==> src/hdl/platter_speed_ramp_and_decay_defines.svh <==
// Assertion macros shared by the platter speed block.
`ifndef PLATTER_SPEED_RAMP_AND_DECAY_DEFINES_SVH
`define PLATTER_SPEED_RAMP_AND_DECAY_DEFINES_SVH

// Same-cycle implication, disabled while reset is asserted.
`define PSRD_ASSERT_IMP(label, clk, rst_n, ante, cons) \
    label: assert property (@(posedge clk) disable iff (!(rst_n)) (ante) |-> (cons)) \
        else $error("platter speed assertion failed");

// Next-cycle implication, disabled while reset is asserted.
`define PSRD_ASSERT_NXT(label, clk, rst_n, ante, cons) \
    label: assert property (@(posedge clk) disable iff (!(rst_n)) (ante) |=> (cons)) \
        else $error("platter speed assertion failed");

`endif

==> src/hdl/psrd_pkg.sv <==
// Shared types and constants of the platter speed ramp and decay block.
package psrd_pkg;

    localparam int SPEED_WIDTH_DEF = 16;
    localparam int FRAC_BITS       = 14;
    localparam int TARGET_WIDTH    = 16;
    localparam int CFG_WIDTH       = 16;
    localparam int TARGET_LIM      = 2 << FRAC_BITS;
    localparam int CHANGE_LSB      = 16;
    localparam int SNAP_LSB        = 16;
    localparam int APB_AW          = 3;
    localparam int APB_DW          = 32;

    localparam logic [CFG_WIDTH-1:0] RAMP_TICKS_RST = 16'd1000;
    localparam logic [CFG_WIDTH-1:0] DECAY_RST      = 16'd65208;

    typedef enum logic [1:0] {
        KIND_TICK      = 2'd0,
        KIND_MOTOR_ON  = 2'd1,
        KIND_MOTOR_OFF = 2'd2,
        KIND_TARGET    = 2'd3
    } t_kind;

    typedef enum logic [0:0] {
        REG_RAMP_TICKS = 1'b0,
        REG_DECAY      = 1'b1
    } t_reg_idx;

    typedef enum logic [2:0] {
        ST_IDLE,
        ST_EVAL,
        ST_MUL,
        ST_DECAY,
        ST_DIV,
        ST_RAMP,
        ST_DONE
    } t_state;

    typedef struct packed {
        logic [CFG_WIDTH-1:0] ramp_ticks;
        logic [CFG_WIDTH-1:0] decay_per_tick;
    } t_cfg;

endpackage

==> src/hdl/psrd_regs.sv <==
// APB configuration registers: ramp length and per-tick decay factor.
module psrd_regs (
    input  logic                              i_clk,
    input  logic                              i_rst_n,
    input  logic                              psel,
    input  logic                              penable,
    input  logic                              pwrite,
    input  logic [psrd_pkg::APB_AW-1:0]       paddr,
    input  logic [psrd_pkg::APB_DW-1:0]       pwdata,
    output logic [psrd_pkg::APB_DW-1:0]       prdata,
    output logic                              pready,
    output psrd_pkg::t_cfg                    o_cfg
);

    psrd_pkg::t_cfg     r_cfg;
    psrd_pkg::t_reg_idx w_idx;
    logic               w_wr;

    assign pready = 1'b1;
    assign w_idx  = psrd_pkg::t_reg_idx'(paddr[2]);
    assign w_wr   = psel && penable && pwrite && pready;

    always_ff @(posedge i_clk) begin
        if (!i_rst_n) begin
            r_cfg.ramp_ticks     <= psrd_pkg::RAMP_TICKS_RST;
            r_cfg.decay_per_tick <= psrd_pkg::DECAY_RST;
        end else if (w_wr) begin
            case (w_idx)
                psrd_pkg::REG_RAMP_TICKS: begin
                    r_cfg.ramp_ticks <= pwdata[psrd_pkg::CFG_WIDTH-1:0];
                end
                psrd_pkg::REG_DECAY: begin
                    r_cfg.decay_per_tick <= pwdata[psrd_pkg::CFG_WIDTH-1:0];
                end
                default: begin
                end
            endcase
        end
    end

    always_comb begin
        prdata = '0;
        case (w_idx)
            psrd_pkg::REG_RAMP_TICKS: prdata[psrd_pkg::CFG_WIDTH-1:0] = r_cfg.ramp_ticks;
            psrd_pkg::REG_DECAY:      prdata[psrd_pkg::CFG_WIDTH-1:0] = r_cfg.decay_per_tick;
            default:                  prdata = '0;
        endcase
    end

    assign o_cfg = r_cfg;

endmodule

==> src/hdl/psrd_div.sv <==
// Restoring divider that produces one quotient bit per cycle.
module psrd_div #(
    parameter int DW = 33,
    parameter int VW = 16
) (
    input  logic          i_clk,
    input  logic          i_rst_n,
    input  logic          i_start,
    input  logic [DW-1:0] i_dividend,
    input  logic [VW-1:0] i_divisor,
    output logic          o_busy,
    output logic [DW-1:0] o_quotient
);

    localparam int CW = $clog2(DW + 1);

    logic          r_busy;
    logic [CW-1:0] r_cnt;
    logic [VW-1:0] r_rem;
    logic [VW-1:0] r_div;
    logic [DW-1:0] r_quo;

    logic [VW:0]   w_trial;
    logic [VW:0]   w_sub;
    logic          w_ge;

    // One subtractor is reused for every quotient bit.
    assign w_trial = {r_rem, r_quo[DW-1]};
    assign w_sub   = w_trial - {1'b0, r_div};
    assign w_ge    = (w_trial >= {1'b0, r_div});

    always_ff @(posedge i_clk) begin
        if (!i_rst_n) begin
            r_busy <= 1'b0;
            r_cnt  <= '0;
        end else if (i_start) begin
            r_busy <= 1'b1;
            r_cnt  <= CW'(DW);
        end else if (r_busy) begin
            r_cnt  <= r_cnt - CW'(1);
            r_busy <= (r_cnt != CW'(1));
        end
    end

    always_ff @(posedge i_clk) begin
        if (i_start) begin
            r_quo <= i_dividend;
            r_rem <= '0;
            r_div <= i_divisor;
        end else if (r_busy) begin
            r_quo <= {r_quo[DW-2:0], w_ge};
            r_rem <= w_ge ? w_sub[VW-1:0] : w_trial[VW-1:0];
        end
    end

    assign o_busy     = r_busy;
    assign o_quotient = r_quo;

endmodule

==> src/hdl/platter_speed_ramp_and_decay.sv <==
// Top level of the platter speed ramp and decay block.
//
//  Channel   Direction  Handshake           Payload
//  input     in         i_valid / o_ready   i_kind, i_new_target
//  result    out        o_valid / i_ready   o_speed, o_motor_running
//  config    in         APB psel/penable    paddr, pwdata (prdata on reads)
//
// Motor on, motor off and set target pass through evaluation to the done state.
// A tick with the motor off takes one multiply, then shift and snap.
// A tick while ramping multiplies, then waits for the bit-serial divider, which
// runs SPEED_WIDTH + 17 iterations; a tick that ends the ramp skips both.
// The block takes one event at a time; a finished beat waits in the output
// register, and the sequencer stalls only if a new result meets a full one.
// Reset is synchronous and active low; it clears speed, ramp and motor state.
`include "platter_speed_ramp_and_decay_defines.svh"

module platter_speed_ramp_and_decay #(
    parameter int SPEED_WIDTH = psrd_pkg::SPEED_WIDTH_DEF
) (
    input  logic                                  i_clk,
    input  logic                                  i_rst_n,
    // Configuration port.
    input  logic                                  psel,
    input  logic                                  penable,
    input  logic                                  pwrite,
    input  logic [psrd_pkg::APB_AW-1:0]           paddr,
    input  logic [psrd_pkg::APB_DW-1:0]           pwdata,
    output logic [psrd_pkg::APB_DW-1:0]           prdata,
    output logic                                  pready,
    // Event input.
    input  logic                                  i_valid,
    output logic                                  o_ready,
    input  logic [1:0]                            i_kind,
    input  logic signed [psrd_pkg::TARGET_WIDTH-1:0] i_new_target,
    // Result output.
    output logic                                  o_valid,
    input  logic                                  i_ready,
    output logic signed [SPEED_WIDTH-1:0]         o_speed,
    output logic                                  o_motor_running
);

    // Widths: magnitudes of speed differences need one extra bit, the product
    // adds the 16-bit tick count or decay factor, the target check works in
    // a width wide enough for both the speed and the raw target.
    localparam int SW = SPEED_WIDTH;
    localparam int CW = psrd_pkg::CFG_WIDTH;
    localparam int TW = psrd_pkg::TARGET_WIDTH;
    localparam int MW = SW + 1;
    localparam int PW = MW + CW;
    localparam int RW = SW + 2;
    localparam int XW = ((SW > TW) ? SW : TW) + 2;

    localparam logic signed [XW-1:0] SMAX =
        $signed({{(XW-SW+1){1'b0}}, {(SW-1){1'b1}}});
    localparam logic signed [XW-1:0] SMIN =
        $signed({{(XW-SW+1){1'b1}}, {(SW-1){1'b0}}});
    localparam logic signed [XW-1:0] TLIM = XW'(psrd_pkg::TARGET_LIM);

    psrd_pkg::t_cfg   w_cfg;

    psrd_pkg::t_state r_state, n_state;
    psrd_pkg::t_kind  r_kind, n_kind;
    logic signed [TW-1:0] r_target, n_target;

    // Architectural state of the platter model.
    logic signed [SW-1:0] r_speed, n_speed;
    logic signed [SW-1:0] r_origin, n_origin;
    logic signed [SW-1:0] r_goal, n_goal;
    logic [CW-1:0]        r_ticks, n_ticks;
    logic                 r_motor, n_motor;

    // Working registers of the sequencer.
    logic                 r_ramp_mode, n_ramp_mode;
    logic                 r_diff_neg, n_diff_neg;
    logic [MW-1:0]        r_mul_a, n_mul_a;
    logic [CW-1:0]        r_mul_b, n_mul_b;
    logic [PW-1:0]        r_prod, n_prod;

    // Output register.
    logic                 r_out_valid, n_out_valid;
    logic signed [SW-1:0] r_out_speed, n_out_speed;
    logic                 r_out_motor, n_out_motor;

    logic                 w_accept;
    logic                 w_out_free;
    logic [CW-1:0]        w_len;
    logic [CW-1:0]        w_ticks_inc;
    logic                 w_ramp_end;
    logic signed [MW-1:0] w_ramp_diff;
    logic [MW-1:0]        w_ramp_mag;
    logic signed [MW-1:0] w_speed_ext;
    logic [MW-1:0]        w_speed_mag;
    logic signed [XW-1:0] w_t_ext;
    logic signed [XW-1:0] w_t_clamp;
    logic signed [XW-1:0] w_t_satx;
    logic signed [SW-1:0] w_t_sat;
    logic signed [MW-1:0] w_tgt_diff;
    logic [MW-1:0]        w_tgt_mag;
    logic                 w_tgt_big;
    logic [PW-1:0]        w_prod;
    logic [SW-1:0]        w_decay_mag;
    logic                 w_snap;
    logic                 w_div_start;
    logic                 w_div_busy;
    logic [PW-1:0]        w_div_quo;
    logic [MW-1:0]        w_q;
    logic signed [RW-1:0] w_ramp_sum;
    logic                 w_ramp_fits;
    logic signed [SW-1:0] w_ramp_speed;

    psrd_regs u_regs (
        .i_clk   (i_clk),
        .i_rst_n (i_rst_n),
        .psel    (psel),
        .penable (penable),
        .pwrite  (pwrite),
        .paddr   (paddr),
        .pwdata  (pwdata),
        .prdata  (prdata),
        .pready  (pready),
        .o_cfg   (w_cfg)
    );

    // The divider takes the product straight from the multiplier, so its
    // dividend register is the pipeline register after the multiply.
    psrd_div #(
        .DW (PW),
        .VW (CW)
    ) u_div (
        .i_clk      (i_clk),
        .i_rst_n    (i_rst_n),
        .i_start    (w_div_start),
        .i_dividend (w_prod),
        .i_divisor  (w_len),
        .o_busy     (w_div_busy),
        .o_quotient (w_div_quo)
    );

    assign w_accept   = i_valid && o_ready;
    assign w_out_free = !r_out_valid || i_ready;

    // A ramp length of zero behaves as one tick.
    assign w_len       = (w_cfg.ramp_ticks == '0) ? CW'(1) : w_cfg.ramp_ticks;
    assign w_ticks_inc = (r_ticks < w_len) ? (r_ticks + CW'(1)) : r_ticks;
    assign w_ramp_end  = (w_ticks_inc >= w_len);

    // Distance from the ramp origin to the goal, as sign and magnitude.
    assign w_ramp_diff = $signed({r_goal[SW-1], r_goal}) - $signed({r_origin[SW-1], r_origin});
    assign w_ramp_mag  = w_ramp_diff[MW-1] ? MW'(-w_ramp_diff) : MW'(w_ramp_diff);

    assign w_speed_ext = $signed({r_speed[SW-1], r_speed});
    assign w_speed_mag = r_speed[SW-1] ? MW'(-w_speed_ext) : MW'(w_speed_ext);

    // Target: clamp to plus or minus 2.0, then to the speed range.
    assign w_t_ext   = XW'(r_target);
    assign w_t_clamp = (w_t_ext > TLIM) ? TLIM : ((w_t_ext < -TLIM) ? -TLIM : w_t_ext);
    assign w_t_satx  = (w_t_clamp > SMAX) ? SMAX : ((w_t_clamp < SMIN) ? SMIN : w_t_clamp);
    assign w_t_sat   = w_t_satx[SW-1:0];

    // With the motor on, a target move of more than 16 LSB restarts the ramp.
    assign w_tgt_diff = $signed({w_t_sat[SW-1], w_t_sat}) - $signed({r_goal[SW-1], r_goal});
    assign w_tgt_mag  = w_tgt_diff[MW-1] ? MW'(-w_tgt_diff) : MW'(w_tgt_diff);
    assign w_tgt_big  = (w_tgt_mag > MW'(psrd_pkg::CHANGE_LSB));

    // The single multiplier: distance times ticks, or speed times decay.
    assign w_prod = PW'(r_mul_a) * PW'(r_mul_b);

    // Decay: drop the Q0.16 fraction and snap small speeds to rest.
    assign w_decay_mag = r_prod[SW+CW-1:CW];
    assign w_snap      = (w_decay_mag <= SW'(psrd_pkg::SNAP_LSB));

    // Ramp: origin plus or minus the truncated quotient, then saturate.
    assign w_q          = w_div_quo[MW-1:0];
    assign w_ramp_sum   = r_diff_neg ?
                          ($signed(RW'(r_origin)) - $signed({1'b0, w_q})) :
                          ($signed(RW'(r_origin)) + $signed({1'b0, w_q}));
    assign w_ramp_fits  = (w_ramp_sum[RW-1:SW-1] == '0) || (w_ramp_sum[RW-1:SW-1] == '1);
    assign w_ramp_speed = w_ramp_fits ? w_ramp_sum[SW-1:0] :
                          (w_ramp_sum[RW-1] ? {1'b1, {(SW-1){1'b0}}} : {1'b0, {(SW-1){1'b1}}});

    assign w_div_start = (r_state == psrd_pkg::ST_MUL) && r_ramp_mode;

    // Next state of the sequencer.
    always_comb begin
        n_state = r_state;
        case (r_state)
            psrd_pkg::ST_IDLE: begin
                if (w_accept) n_state = psrd_pkg::ST_EVAL;
            end
            psrd_pkg::ST_EVAL: begin
                case (r_kind)
                    psrd_pkg::KIND_TICK: begin
                        if (r_motor && w_ramp_end) n_state = psrd_pkg::ST_DONE;
                        else                       n_state = psrd_pkg::ST_MUL;
                    end
                    default: n_state = psrd_pkg::ST_DONE;
                endcase
            end
            psrd_pkg::ST_MUL: begin
                n_state = r_ramp_mode ? psrd_pkg::ST_DIV : psrd_pkg::ST_DECAY;
            end
            psrd_pkg::ST_DIV: begin
                if (!w_div_busy) n_state = psrd_pkg::ST_RAMP;
            end
            psrd_pkg::ST_DECAY: n_state = psrd_pkg::ST_DONE;
            psrd_pkg::ST_RAMP:  n_state = psrd_pkg::ST_DONE;
            psrd_pkg::ST_DONE: begin
                if (w_out_free) n_state = psrd_pkg::ST_IDLE;
            end
            default: n_state = psrd_pkg::ST_IDLE;
        endcase
    end

    // Datapath updates driven by the sequencer state.
    always_comb begin
        n_kind      = r_kind;
        n_target    = r_target;
        n_speed     = r_speed;
        n_origin    = r_origin;
        n_goal      = r_goal;
        n_ticks     = r_ticks;
        n_motor     = r_motor;
        n_ramp_mode = r_ramp_mode;
        n_diff_neg  = r_diff_neg;
        n_mul_a     = r_mul_a;
        n_mul_b     = r_mul_b;
        n_prod      = r_prod;
        n_out_speed = r_out_speed;
        n_out_motor = r_out_motor;
        n_out_valid = r_out_valid && !i_ready;

        case (r_state)
            psrd_pkg::ST_IDLE: begin
                if (w_accept) begin
                    n_kind   = psrd_pkg::t_kind'(i_kind);
                    n_target = i_new_target;
                end
            end
            psrd_pkg::ST_EVAL: begin
                case (r_kind)
                    psrd_pkg::KIND_TICK: begin
                        if (r_motor) begin
                            n_ticks     = w_ticks_inc;
                            n_ramp_mode = 1'b1;
                            n_diff_neg  = w_ramp_diff[MW-1];
                            n_mul_a     = w_ramp_mag;
                            n_mul_b     = w_ticks_inc;
                            if (w_ramp_end) n_speed = r_goal;
                        end else begin
                            n_ramp_mode = 1'b0;
                            n_mul_a     = w_speed_mag;
                            n_mul_b     = w_cfg.decay_per_tick;
                        end
                    end
                    psrd_pkg::KIND_MOTOR_ON: begin
                        n_motor  = 1'b1;
                        n_origin = r_speed;
                        n_ticks  = '0;
                    end
                    psrd_pkg::KIND_MOTOR_OFF: begin
                        n_motor = 1'b0;
                    end
                    psrd_pkg::KIND_TARGET: begin
                        if (r_motor && w_tgt_big) begin
                            n_origin = r_speed;
                            n_ticks  = '0;
                        end
                        n_goal = w_t_sat;
                    end
                    default: begin
                    end
                endcase
            end
            psrd_pkg::ST_MUL: begin
                n_prod = w_prod;
            end
            psrd_pkg::ST_DECAY: begin
                if (w_snap)              n_speed = '0;
                else if (r_speed[SW-1])  n_speed = -$signed(w_decay_mag);
                else                     n_speed = $signed(w_decay_mag);
            end
            psrd_pkg::ST_RAMP: begin
                n_speed = w_ramp_speed;
            end
            psrd_pkg::ST_DONE: begin
                if (w_out_free) begin
                    n_out_valid = 1'b1;
                    n_out_speed = r_speed;
                    n_out_motor = r_motor;
                end
            end
            default: begin
            end
        endcase
    end

    always_ff @(posedge i_clk) begin
        if (!i_rst_n) begin
            r_state     <= psrd_pkg::ST_IDLE;
            r_out_valid <= 1'b0;
            r_speed     <= '0;
            r_origin    <= '0;
            r_goal      <= '0;
            r_ticks     <= '0;
            r_motor     <= 1'b0;
        end else begin
            r_state     <= n_state;
            r_out_valid <= n_out_valid;
            r_speed     <= n_speed;
            r_origin    <= n_origin;
            r_goal      <= n_goal;
            r_ticks     <= n_ticks;
            r_motor     <= n_motor;
        end
    end

    always_ff @(posedge i_clk) begin
        r_kind      <= n_kind;
        r_target    <= n_target;
        r_ramp_mode <= n_ramp_mode;
        r_diff_neg  <= n_diff_neg;
        r_mul_a     <= n_mul_a;
        r_mul_b     <= n_mul_b;
        r_prod      <= n_prod;
        r_out_speed <= n_out_speed;
        r_out_motor <= n_out_motor;
    end

    assign o_ready         = (r_state == psrd_pkg::ST_IDLE);
    assign o_valid         = r_out_valid;
    assign o_speed         = r_out_speed;
    assign o_motor_running = r_out_motor;

    // The divider is never left running once the sequencer is back at rest.
    `PSRD_ASSERT_IMP(a_idle_div_quiet, i_clk, i_rst_n, r_state == psrd_pkg::ST_IDLE, !w_div_busy)
    // An accepted event always leaves the sequencer busy in the following cycle.
    `PSRD_ASSERT_NXT(a_accept_busy, i_clk, i_rst_n, i_valid && o_ready, !o_ready)
    // Division only serves a ramp step, which needs the motor on.
    `PSRD_ASSERT_IMP(a_div_ramp_only, i_clk, i_rst_n, r_state == psrd_pkg::ST_DIV, r_ramp_mode && r_motor)

endmodule

==> config.mk <==
export PLATFORM = sky130hd
export DESIGN_NAME = platter_speed_ramp_and_decay
export DESIGN_NICKNAME = d
export VERILOG_FILES = /design/src/hdl/psrd_pkg.sv /design/src/hdl/psrd_regs.sv /design/src/hdl/psrd_div.sv /design/src/hdl/platter_speed_ramp_and_decay.sv
export VERILOG_INCLUDE_DIRS = /design/src /design/src/hdl
export SDC_FILE = /design/constraint.sdc
export NUM_CORES = 1
export LEC_CHECK = 0
export ABC_AREA = 0
export BUFFER_PORTS_ARGS = -buffer_cell sky130_fd_sc_hd__buf_2
export CAP_MARGIN = 30
export CORE_MARGIN = 4
export CORE_UTILIZATION = 50
export CTS_CLUSTER_DIAMETER = 100
export DETAILED_ROUTE_END_ITERATION = 6
export PLACE_DENSITY_LB_ADDON = 0.08
export SETUP_SLACK_MARGIN = 0.02
export SLEW_MARGIN = 0
export SYNTH_ARGS = -nofsm -noshare
export SYNTH_HDL_FRONTEND = slang
export SYNTH_SLANG_ARGS = --single-unit
==> constraint.sdc <==
create_clock -name i_clk -period 7.9 [get_ports i_clk]
set_input_delay 1.185 -clock i_clk [delete_from_list [all_inputs] [get_ports i_clk]]
set_output_delay 1.185 -clock i_clk [all_outputs]
set_load 0.1 [all_outputs]
After elaboration in Yosys (flattened, before gate mapping)
Cells that the tools add are included.
{"block": "classes", "shifts": 0, "order_cmp": 9, "reduce_logical": 34, "add_sub_neg": 11, "n_mul": 1, "mux": 44, "eq_ne": 19, "bitwise_logic": 2, "div_mod_pow": 0}
{"operator": "$mux 16", "n": 16}
{"operator": "$pmux 16 s3", "n": 2}
{"operator": "$mux 17", "n": 4}
{"operator": "$mux 33", "n": 2}
{"operator": "$pmux 16 s2", "n": 2}
{"operator": "$mux 18", "n": 3}
{"operator": "$neg 17->17", "n": 2}
{"operator": "$sub 16x16->17", "n": 2}
{"operator": "$mul 17x16->33", "n": 1}
{"operator": "$add 16x18->18", "n": 1}
{"operator": "$gt 18x16->1 const B", "n": 1}
{"operator": "$lt 18x16->1 const B", "n": 1}
{"operator": "$mux 3", "n": 6}
{"operator": "$pmux 3 s6", "n": 1}
{"operator": "$sub 16x18->18", "n": 1}
{"operator": "$ge 17x16->1", "n": 1}
{"operator": "$gt 16x17->1 const B", "n": 1}
{"operator": "$gt 17x5->1 const B", "n": 1}
{"operator": "$neg 16->17", "n": 1}
{"operator": "$add 16x1->16 const B", "n": 1}
{"operator": "$ge 16x16->1", "n": 1}
{"operator": "$le 16x5->1 const B", "n": 1}
{"operator": "$logic_not 16->1", "n": 1}
{"operator": "$lt 16x16->1", "n": 1}
{"operator": "27 further kinds", "n": 66}
{"block": "totals", "rom_bits": 0, "latchBits": 0, "inputBits": 60, "output_inout_bits": 52, "word_cells": 144, "mem_count": 0, "register_bits": 275, "ram_bits": 0}

Logic depth before layout (Yosys ltp)
Gate-level depths: netlist of the first run.
{"block": "logic_depth", "ltp_word": 13, "mapped_depth": 26, "depth_no_buf": 25}

Cells and area by module
From an unflattened synthesis of the first run, not the netlist that was laid out.
{"block": "unflattened", "cells_unflattened": 2857, "hier_area_um2": 25796.0}
{"mod": "platter_speed_ramp_and_decay", "instances": 1, "area_each_um2": 20208.1, "seq_area_each_um2": 3963.8, "cells_per_inst": 2343}
{"mod": "psrd_div", "instances": 1, "area_each_um2": 3926.3, "seq_area_each_um2": 1931.9, "cells_per_inst": 344}
{"mod": "psrd_regs", "instances": 1, "area_each_um2": 1661.6, "seq_area_each_um2": 640.6, "cells_per_inst": 170}

Least setup slack after synthesis of the first run
OpenSTA, ideal clock, no wires.
{"block": "synth_timing", "path_type": "register to register", "start": "register r_mul_b[6]", "end": "register u_div.r_quo[32] (netlist: u_div.o_quotient[32]) (data pin)", "required_time_ns": 7.634, "setup_slack_ns": 1.336, "arrival_time_ns": 6.298, "n_path_buf": 2, "setup_ns": 0.266, "stages_incl_launch_ff": 27, "path_cell_list": "edfxtp_1 clkbuf_1 clkbuf_1 nand2_1 fa_1 inv_1 fa_1 inv_1 fa_1 inv_1 fa_1 inv_1 fa_1 inv_1 fa_1 ha_1 a21o_1 a21o_1 a21o_1 a311oi_1 or4_1 a221oi_1 nor3_1 o21ai_0 a31oi_1 xnor2_1 o21ai_0"}
{"block": "synth_via", "elab_chain_len": 2}
{"element": "start: declaration", "line": "platter_speed_ramp_and_decay.sv:76", "text": "logic [CW-1:0] r_mul_b, n_mul_b;"}
{"element": "start signal: assignment", "line": "platter_speed_ramp_and_decay.sv:323", "text": "r_mul_b <= n_mul_b;"}
{"element": "$mul 17x16->33", "line": "platter_speed_ramp_and_decay.sv:166", "text": "assign w_prod = PW'(r_mul_a) * PW'(r_mul_b);"}
{"element": "$mux 33", "line": "psrd_div.sv:46", "text": "if (i_start) begin"}
{"element": "end signal: assignment", "line": "psrd_div.sv:47", "text": "r_quo <= i_dividend;"}
{"element": "end signal: assignment", "line": "psrd_div.sv:51", "text": "r_quo <= {r_quo[DW-2:0], w_ge};"}
{"element": "end: declaration", "line": "psrd_div.sv:21", "text": "logic [DW-1:0] r_quo;"}
No other way between the ends.
A chain may end at the register's enable or synchronous reset.

Worst setup path in the final report of the first run
{"block": "layout_timing", "start": "register r_mul_a[3]", "end": "register u_div.r_quo[32] (netlist: u_div.o_quotient[32]) (data pin)"}
{"block": "layout_via", "elab_chain_len": 2}
{"element": "start: declaration", "line": "platter_speed_ramp_and_decay.sv:75", "text": "logic [MW-1:0] r_mul_a, n_mul_a;"}
{"element": "start signal: assignment", "line": "platter_speed_ramp_and_decay.sv:322", "text": "r_mul_a <= n_mul_a;"}
{"element": "$mul 17x16->33", "line": "platter_speed_ramp_and_decay.sv:166"}
{"element": "$mux 33", "line": "psrd_div.sv:46"}
No other way between the ends.

==> results.yml, run 1 <==
outcome:
  status: "finished clean"
synthesis:
  syn-cell-area_um2: 25400
  synth_cells: 2911
  ys_ff_latch: 259
  async_reset_ff_share_pct: 0
  synth-edff-count: 135
  ys_seq_area_share_pct: 25.8
  syn_avg_cell_area_um2: 8.72
  synth-main-ff-cell: "edfxtp_1"
  ys_types: 90
  ys_warn_count: 0
floorplanning:
  design.core.area_um2: 50200
  start_util_pct: 50.6
  io_pins: 112
  die_h_um: 233
  die_w_um: 233
  die-area_um2: 54400
  std_cell_rows: 82
cells_and_area:
  antenna_cells: 0
  layout_common_cells: "nand2_1, inv_1, ha_1"
  layout_commonest_cell: "nand2_1"
  syn2layout_area_growth_pct: 7.91
  layout-drive-gt1-share_pct: 7.73
  fin_area_um2: 27400
  nNetsFinal: 3397
global_route:
  grt_pass1_vias: 20200
  grt_usage_pct: 25.0
  antenna_found_initial: 1
  overflow: 0
  grt_pass1_wl_um: 109000
  grt_max_degree: 79
setup_path:
  startpoint_type: "flop"
  path_class: "reg -> reg"
  critical_path.endpoint_type: "flop"
  path_max_fanout: 16
  critPathArrivalTime_ns: 7.69
  required_ns: 8.19
power_and_ir_drop:
  powerDensity_nw_per_um2: 318
  peakVddDrop_v: 0.000410
  total_power_mw: 8.70
  p_leak_nw: 12.0
place:
  gp_congestion: 0.872
  placed_area_um2: 26300
  hpwl_um: 53300
  port_buffers: 76
detailed_routing:
  vias: 20400
  drt_pass1_iterations: 5
  drt-total-wl_um: 67900
  antenna_left: 0
  wl_per_cell_um: 18.8
  viasPerCell: 5.64
  drt_iter0_markers: 1483
  drc_errors: 0
clocking:
  post-cts-setup-buffers: 0
  htreeDepth: 1
  cts_buffer_depth: 3
  cts.sinks: 259
  clockRootBuffer: "clkbuf_16"
  cts_tree: "built"
  cts_resized: 0
  ctsHoldBuffers: 0
  cts_buffers: 30
  clkSlewWorstSetupHoldPaths_ns: 0.07
  worstSkewPairLatency_ns: 0.60
sta:
  fin_crit_ns: 7.40
  rsz0062_at_grt: "no"
  hold_viol_final: 0
  finalCritPeriodShare_pct: 93.7
  tightest_slew_ns: 1.08
  skew_ns: 0.0452
  setup_tns_ns: 0
  fmax_mhz: 135
  drv_slew: 0
  setup_violations: 0
  relSlewSlack_pct: 28.0
hold_path:
  hp-class: "reg -> reg"
run:
  maxCapViolCount: 0
-- where the power goes --
| part | leakage (nW) | switching [mW] | total [mW] | internal [mW] |
|---|---|---|---|---|
| logic | 9.19 | 3.26 | 5.34 | 2.08 |
| registers | 2.24 | 0.167 | 1.91 | 1.74 |
| clock network | 0.514 | 0.631 | 1.45 | 0.817 |
| total | 12.0 | 4.06 | 8.70 | 4.64 |
-- cells in the mapped netlist, drive strengths merged (14+ instances only) --
cell type	n	area share (%)
a211oi	14	0.41
a21o	35	1.1
a21oi	148	2.9
a22oi	14	0.41
a31oi	31	0.76
and2	117	2.9
and3	14	0.35
buf	26	0.71
clkbuf	137	2.0
dfxtp	124	9.8
edfxtp	135	16
fa	212	17
ha	213	11
inv	354	5.2
mux2	23	1.0
mux2i	37	1.5
nand2	458	6.8
nand2b	19	0.47
nand3	49	0.97
nand4	15	0.43
nor2	137	2.0
nor2b	20	0.49
nor3	49	1.0
nor4	18	0.47
o211ai	16	0.47
o21a	27	0.80
o21ai	150	3.0
o31ai	19	0.62
xnor2	96	3.3
xor2	45	1.6
-- stage by stage --
| stage | util [%] | hold WS, ns | cells | worst slack, ns |
|---|---|---|---|---|
| 6_report | 54.6 | 0.477 | 3608 | 0.498 |
| 5_1_grt | 54.6 | 0.492 | 3608 | 0.165 |
| 4_1_cts | 54.6 | 0.472 | 3606 | 0.517 |
| 3_5_place_dp | 52.5 | 0.455 | 3550 | 0.570 |
| 3_3_place_gp | 52.3 | 0.447 | 3546 | 0.563 |
| 2_1_floorplan | - | 0.426 | 2926 | 1.34 |
-- layout make-up --
cell class	instances	area (µm²)
Fill cell	4595	22800
Multi-Input combinational cell	2150	16900
Sequential cell	259	6540
Inverter	354	1330
Clock buffer	37	850
Tap cell	672	841
Timing Repair Buffer	117	752
Clock inverter	19	194
-- layer usage --
layer | vias to the layer above | share of wire (%) | GRT usage, %
met5 | - | 0 | 0
met4 | 0 | 2.5 | 5.96
met3 | 95 | 5.4 | 2.68
met2 | 550 | 47 | 41.3
met1 | 9950 | 46 | 35.4
li1 | 9766 | - | -
-- cells by family (layout without fill, tap and decap cells) --
family / after synthesis / in the layout / synth area share [%]
xor gates and xnor gates: 141 / 141 / 4.87
buffers and inverters: 517 / 527 / 7.97
muxes: 60 / 60 / 2.49
other: 2 / 17 / 0.0296
DFF: 259 / 259 / 25.8
adders and majority gates: 425 / 425 / 27.2
and+or+nand+nor: 953 / 953 / 17.6
AOI/OAI and AO/OA: 554 / 554 / 14.1
-- final timing paths --
kind	slack [ns]	from	cells after the start	end
hold / removal	0.48	u_regs.o_cfg[25]	0	u_div.r_div[9]
setup reg to reg	0.50	r_mul_a[3]	21	u_div.o_quotient[32]
setup / recovery	0.50	r_mul_a[3]	21	u_div.o_quotient[32]
hold reg to reg	0.48	u_regs.o_cfg[25]	0	u_div.r_div[9]
-- critical path: stages, from the launching register on --
cell	delay (ns)
edfxtp_1	0.89
nand2_1	0.16
fa_1	0.54
inv_1	0.05
fa_1	0.56
ha_1	0.15
inv_1	0.05
fa_1	0.53
inv_1	0.05
fa_1	0.49
fa_1	0.50
ha_1	0.36
a2111oi_0	0.48
o21ai_0	0.35
a311oi_1	0.54
or4_1	0.27
a221oi_1	0.10
nor3_1	0.36
o21ai_0	0.16
a31oi_1	0.24
xnor2_1	0.14
o21ai_0	0.08
-- state kept, by name (all words and copies together) (netlist names), 6 cells and up --
| signal | cells |
|---|---|
| o_speed | 16 |
| r_goal | 16 |
| r_mul_a | 17 |
| r_mul_b | 16 |
| r_origin | 16 |
| r_prod | 16 |
| r_speed | 16 |
| r_target | 16 |
| r_ticks | 16 |
| u_div.o_quotient | 33 |
| u_div.r_cnt | 6 |
| u_div.r_div | 16 |
| u_div.r_rem | 16 |
| u_regs.o_cfg | 32 |
Power figures use the tool's default switching activity.
==> inputs of run 2 (changes only) <==
--- a/config.mk
+++ b/config.mk
@@ -6,11 +6,11 @@
 export SDC_FILE = /design/constraint.sdc
 export NUM_CORES = 1
 export LEC_CHECK = 0
-export ABC_AREA = 0
+export ABC_AREA = 1
 export BUFFER_PORTS_ARGS = -buffer_cell sky130_fd_sc_hd__buf_2
 export CAP_MARGIN = 30
 export CORE_MARGIN = 4
-export CORE_UTILIZATION = 50
+export CORE_UTILIZATION = 58
 export CTS_CLUSTER_DIAMETER = 100
 export DETAILED_ROUTE_END_ITERATION = 6
 export PLACE_DENSITY_LB_ADDON = 0.08
==> results.yml, run 2 <==
global_route:
  antenna_found_initial: 2
  grt_max_degree: 95
  grt_pass1_vias: 22300
  grt_pass1_wl_um: 112000
  grt_usage_pct: 28.6
  overflow: 0
hold_path:
  hp-class: "reg -> reg"
  whs_path_depth: 0
cells_and_area:
  syn2layout_area_growth_pct: 6.07
  fin_area_um2: 27600
  layout_commonest_cell: "nand2_1"
  finalNonFillerCells: 4062
  layout-drive-gt1-share_pct: 5.82
  layout_common_cells: "nand2_1, inv_1, ha_1"
  largest_reg_flops: 33
  nNetsFinal: 3931
synthesis:
  ys_seq_area_share_pct: 25.1
  ys_ff_latch: 259
  ys_warn_count: 0
  yosysTopAreaCellShare_pct: 16.3
  netlist_top_cells_area: "fa_1, edfxtp_1, nand2_1"
  syn-cell-area_um2: 26000
  syn_avg_cell_area_um2: 7.47
  synth-main-ff-cell: "edfxtp_1"
  ys_top_cells_by_count: "nand2_1, inv_1, ha_1, fa_1, o21ai_0"
  async_reset_ff_share_pct: 0
  synth_most_common_cell: "nand2_1"
  ys_types: 59
  synth_cells: 3482
  yosys.area.top_type: "fa_1"
  synth-edff-count: 135
detailed_routing:
  wl_per_cell_um: 16.9
  drt-total-wl_um: 68700
  drt_pass1_iterations: 6
  vias: 22300
  viasPerCell: 5.50
  antenna_left: 0
  drt_iter0_markers: 1595
  drc_errors: 0
sta:
  finalCritPeriodShare_pct: 86.1
  setup_ws_ns: 1.10
  fmax_mhz: 147
  skew_ns: 0.0153
  setup_tns_ns: 0
  tightest_slew_ns: 1.01
  hold_viol_final: 0
  drv_slew: 0
  relSlewSlack_pct: 32.6
  rsz0062_at_grt: "no"
  setup_violations: 0
  fin_crit_ns: 6.80
clocking:
  clockRootBuffer: "clkbuf_16"
  cts_resized: 0
  cts_buffers: 29
  ctsHoldBuffers: 0
  htreeDepth: 1
  post-cts-setup-buffers: 0
  cts_buffer_depth: 3
  clkSlewWorstSetupHoldPaths_ns: 0.06
  cts.sinks: 259
  worstSkewPairLatency_ns: 0.57
  cts_tree: "built"
floorplanning:
  die-area_um2: 48300
  design.core.area_um2: 44300
  std_cell_rows: 77
  die_h_um: 220
  die_w_um: 220
  start_util_pct: 58.7
  io_pins: 112
run:
  maxCapViolCount: 0
place:
  port_buffers: 76
  post-place-ws_ns: 1.09
  placedCellCount: 4007
  hpwl_um: 54100
  gp_congestion: 0.936
  placed_area_um2: 26600
setup_path:
  required_ns: 8.22
  critical_path.endpoint_type: "flop"
  startpoint_type: "flop"
  critPathArrivalTime_ns: 7.13
  r2r_cells: 26
  path_class: "reg -> reg"
  path_max_fanout: 16
outcome:
  status: "finished clean"
[run 2: changes by cell type after synthesis, sizes merged, moves of 25 or more]
| cell | previous run | this run |
|---|---|---|
| and2 | 117 | 6 |
| nand3 | 49 | 156 |
| nor2 | 137 | 196 |
| xnor2 | 96 | 34 |
| a21o | 35 | 4 |
| xor2 | 45 | 74 |
| o21ai | 150 | 221 |
| nand4 | 15 | 40 |
| nand2 | 458 | 855 |
| inv | 354 | 666 |
| a21oi | 148 | 212 |
| mux2i | 37 | 0 |
[run 2: cell families (layout without fill, tap and decap cells)]
kind of cell | after synthesis | count (layout) | synth area share (%)
AO/OA/AOI/OAI | 500 | 500 | 10.5
buffers and inverters | 850 | 821 | 12.7
AND/OR/NAND/NOR | 1338 | 1338 | 21.5
other | 2 | 19 | 0.0289
flip-flops | 259 | 259 | 25.1
XOR/XNOR | 108 | 108 | 3.64
adder cells (fa/ha/maj) | 425 | 425 | 26.6
[run 2: metal layers]
layer | GRT usage [%] | routed length (µm)
met5 | 0 | 16
met4 | 7.60 | 1630
met3 | 2.62 | 3840
met2 | 48.4 | 32500
met1 | 39.6 | 30700
[run 2: critical path: stages (launching register included)]
cell,delay [ns]
edfxtp_1,0.86
nand2_1,0.17
fa_1,0.57
inv_1,0.05
fa_1,0.52
inv_1,0.05
fa_1,0.51
inv_1,0.05
fa_1,0.48
inv_1,0.06
fa_1,0.56
inv_1,0.06
fa_1,0.48
ha_1,0.38
a21oi_1,0.13
o21ai_0,0.11
a21oi_2,0.26
inv_1,0.07
a21oi_1,0.28
inv_1,0.09
nand3_1,0.08
o211ai_1,0.13
nand2_1,0.09
nand2_1,0.06
or2_2,0.29
nand3_1,0.08
nand2_1,0.06
[run 2: area by class of cell]
cell class / count / area (µm²)
clock inverter: 15 / 129
inverter: 668 / 2510
sequential: 259 / 6540
antenna: 2 / 5.00
timing repair buffer: 100 / 581
multi-input combinational: 2388 / 16300
clock buffer: 38 / 821
tap: 592 / 741
fill: 4018 / 16700
[run 2: final timing paths]
path                    startpoint              endpoint  slack, ns
setup / recovery        r_mul_a[8]  u_div.o_quotient[29]       1.10
hold / removal    u_regs.o_cfg[30]       u_div.r_div[14]       0.47
setup reg to reg        r_mul_a[8]  u_div.o_quotient[29]       1.10
hold reg to reg   u_regs.o_cfg[30]       u_div.r_div[14]       0.47
[run 2: through the flow]
stage / utilization [%] / hold WS, ns
2_1_floorplan: - / 0.406
3_3_place_gp: 60.0 / 0.449
3_5_place_dp: 60.1 / 0.463
4_1_cts: 62.2 / 0.472
5_1_grt: 62.2 / 0.492
6_report: 62.3 / 0.471
Power of run 2 is left out: the tool's default activity adds up to more than one toggle a clock period on the data nets, which glitch-free logic cannot reach.
==> inputs of run 3 (changes only) <==
--- a/config.mk
+++ b/config.mk
@@ -6,7 +6,6 @@
 export SDC_FILE = /design/constraint.sdc
 export NUM_CORES = 1
 export LEC_CHECK = 0
-export ABC_AREA = 1
 export BUFFER_PORTS_ARGS = -buffer_cell sky130_fd_sc_hd__buf_2
 export CAP_MARGIN = 30
 export CORE_MARGIN = 4
==> results.yml, run 3 (synthesis results as in run 1) <==
cells_and_area:
  fin_area_um2: 27100
  layout_commonest_cell: "nand2_1"
  layout_common_cells: "nand2_1, inv_1, ha_1"
  largest_reg_flops: 33
  nNetsFinal: 3382
  syn2layout_area_growth_pct: 6.89
  antenna_cells: 0
  layout-drive-gt1-share_pct: 7.02
global_route:
  grt_max_degree: 79
  overflow: 0
  grt_usage_pct: 27.8
  grt_pass1_wl_um: 106000
  antenna_found_initial: 0
  grt_pass1_vias: 20300
power_and_ir_drop:
  peakVddDrop_v: 0.000469
  powerDensity_nw_per_um2: 314
  p_leak_nw: 11.9
floorplanning:
  die-area_um2: 47200
  die_h_um: 217
  die_w_um: 217
  design.core.area_um2: 43200
  io_pins: 112
  std_cell_rows: 76
  start_util_pct: 58.8
detailed_routing:
  antenna_left: 0
  drt_pass1_iterations: 6
  wl_per_cell_um: 18.6
  drc_errors: 0
  drt-total-wl_um: 65300
  vias: 20400
  viasPerCell: 5.82
  drt_iter0_markers: 1569
clocking:
  htreeDepth: 1
  cts_resized: 0
  cts_buffers: 28
  cts_tree: "built"
  clockRootBuffer: "clkbuf_16"
  clkSlewWorstSetupHoldPaths_ns: 0.06
  post-cts-setup-buffers: 0
  cts.sinks: 259
  cts_buffer_depth: 3
  worstSkewPairLatency_ns: 0.57
  ctsHoldBuffers: 0
sta:
  fin_crit_ns: 7.23
  tightest_slew_ns: 1.08
  fmax_mhz: 138
  rsz0062_at_grt: "no"
  hold_viol_final: 0
  drv_slew: 0
  finalCritPeriodShare_pct: 91.5
  relSlewSlack_pct: 27.2
  hold_ws_ns: 0.472
  setup_tns_ns: 0
  setup_violations: 0
  skew_ns: 0.0211
setup_path:
  critPathBufInv: 5
  path_max_fanout: 16
  critPathMostFrequentCell: "fa_1"
  path_cells: "nand2_1, fa_1, inv_1, fa_1, inv_1, fa_1, inv_1, fa_1, inv_1, fa_1, inv_1, fa_1, ha_1, a21o_1, a21o_1, a21o_1, a311oi_1, or4_1, a221oi_1, nor3_1, o21ai_0, a31oi_1, xnor2_1, o21ai_0"
  critical_path.endpoint_type: "flop"
  required_ns: 8.18
  critPathArrivalTime_ns: 7.51
  path_class: "reg -> reg"
  critPathSlowestCell: "edfxtp_1"
  cp_top_family: "adder cells"
  slowest_delay_ns: 0.83
  startpoint_type: "flop"
run:
  maxCapViolCount: 0
place:
  gp_congestion: 0.877
  port_buffers: 76
  hpwl_um: 51400
  placed_area_um2: 26100
outcome:
  status: "finished clean"
hold_path:
  hp-class: "reg -> reg"
## run 3: cell types whose count changed in the layout (fill, tap and decap cells not counted), moves of 37 or more
cell and delta:
a21oi_1 -59, and2_1 +110, inv_1 -308, mux2i_1 +37
nand2_1 -384, nand3_1 -103, nor2_1 -52, o21ai_0 -66
xnor2_1 +62
## run 3: where the power goes
group          switching, mW  leakage, nW  internal [mW]
Combinational           3.11         9.12           2.07
Clock                  0.568        0.491          0.858
Sequential             0.179         2.24           1.74
Total                   3.86         11.9           4.67
## run 3: per-stage QoR
step                      total power, mW  std cells  util [%]  setup slack, ns
after global placement               7.01       3448      60.3            0.762
final                                8.53       3504      62.8            0.672
after CTS                            8.56       3503      62.8            0.637
after global routing                 9.29       3504      62.8            0.221
after floorplan                      5.87       2926         -             1.34
after detailed placement             7.07       3451      60.4            0.653
## run 3: final timing paths
path | from | end | slack [ns] | cells after the start
max reg2reg | r_mul_a[9] | u_div.o_quotient[32] | 0.67 | 24
min reg2reg | u_regs.o_cfg[25] | u_div.r_div[9] | 0.47 | 0
max | r_mul_a[9] | u_div.o_quotient[32] | 0.67 | 24
min | u_regs.o_cfg[25] | u_div.r_div[9] | 0.47 | 0
## run 3: final cells by class
cell class                      count  area, µm²
Inverter                          354       1330
Multi-Input combinational cell   2150      16900
Timing Repair Buffer              104        642
Sequential cell                   259       6540
Fill cell                        3729      16000
Tap cell                          585        732
Clock buffer                       35        811
Clock inverter                     17        194
## run 3: worst register-to-register path: cells and delay by family, from the launching register on
| kind | cells | cell delay [ns] |
|---|---|---|
| adder cells (fa/ha/maj) | 7 | 3.44 |
| AO/OA/AOI/OAI | 8 | 1.47 |
| AND/OR/NAND/NOR | 3 | 0.79 |
| XOR/XNOR | 1 | 0.15 |
| flip-flops | 1 | 0.83 |
| buffers and inverters | 5 | 0.29 |
## run 3: routing by layer
metal / part of all wire (%) / track usage, %
met5: 0 / 0
met3: 6.2 / 3.88
met1: 43 / 37.5
met4: 2.9 / 7.61
met2: 48 / 47.1
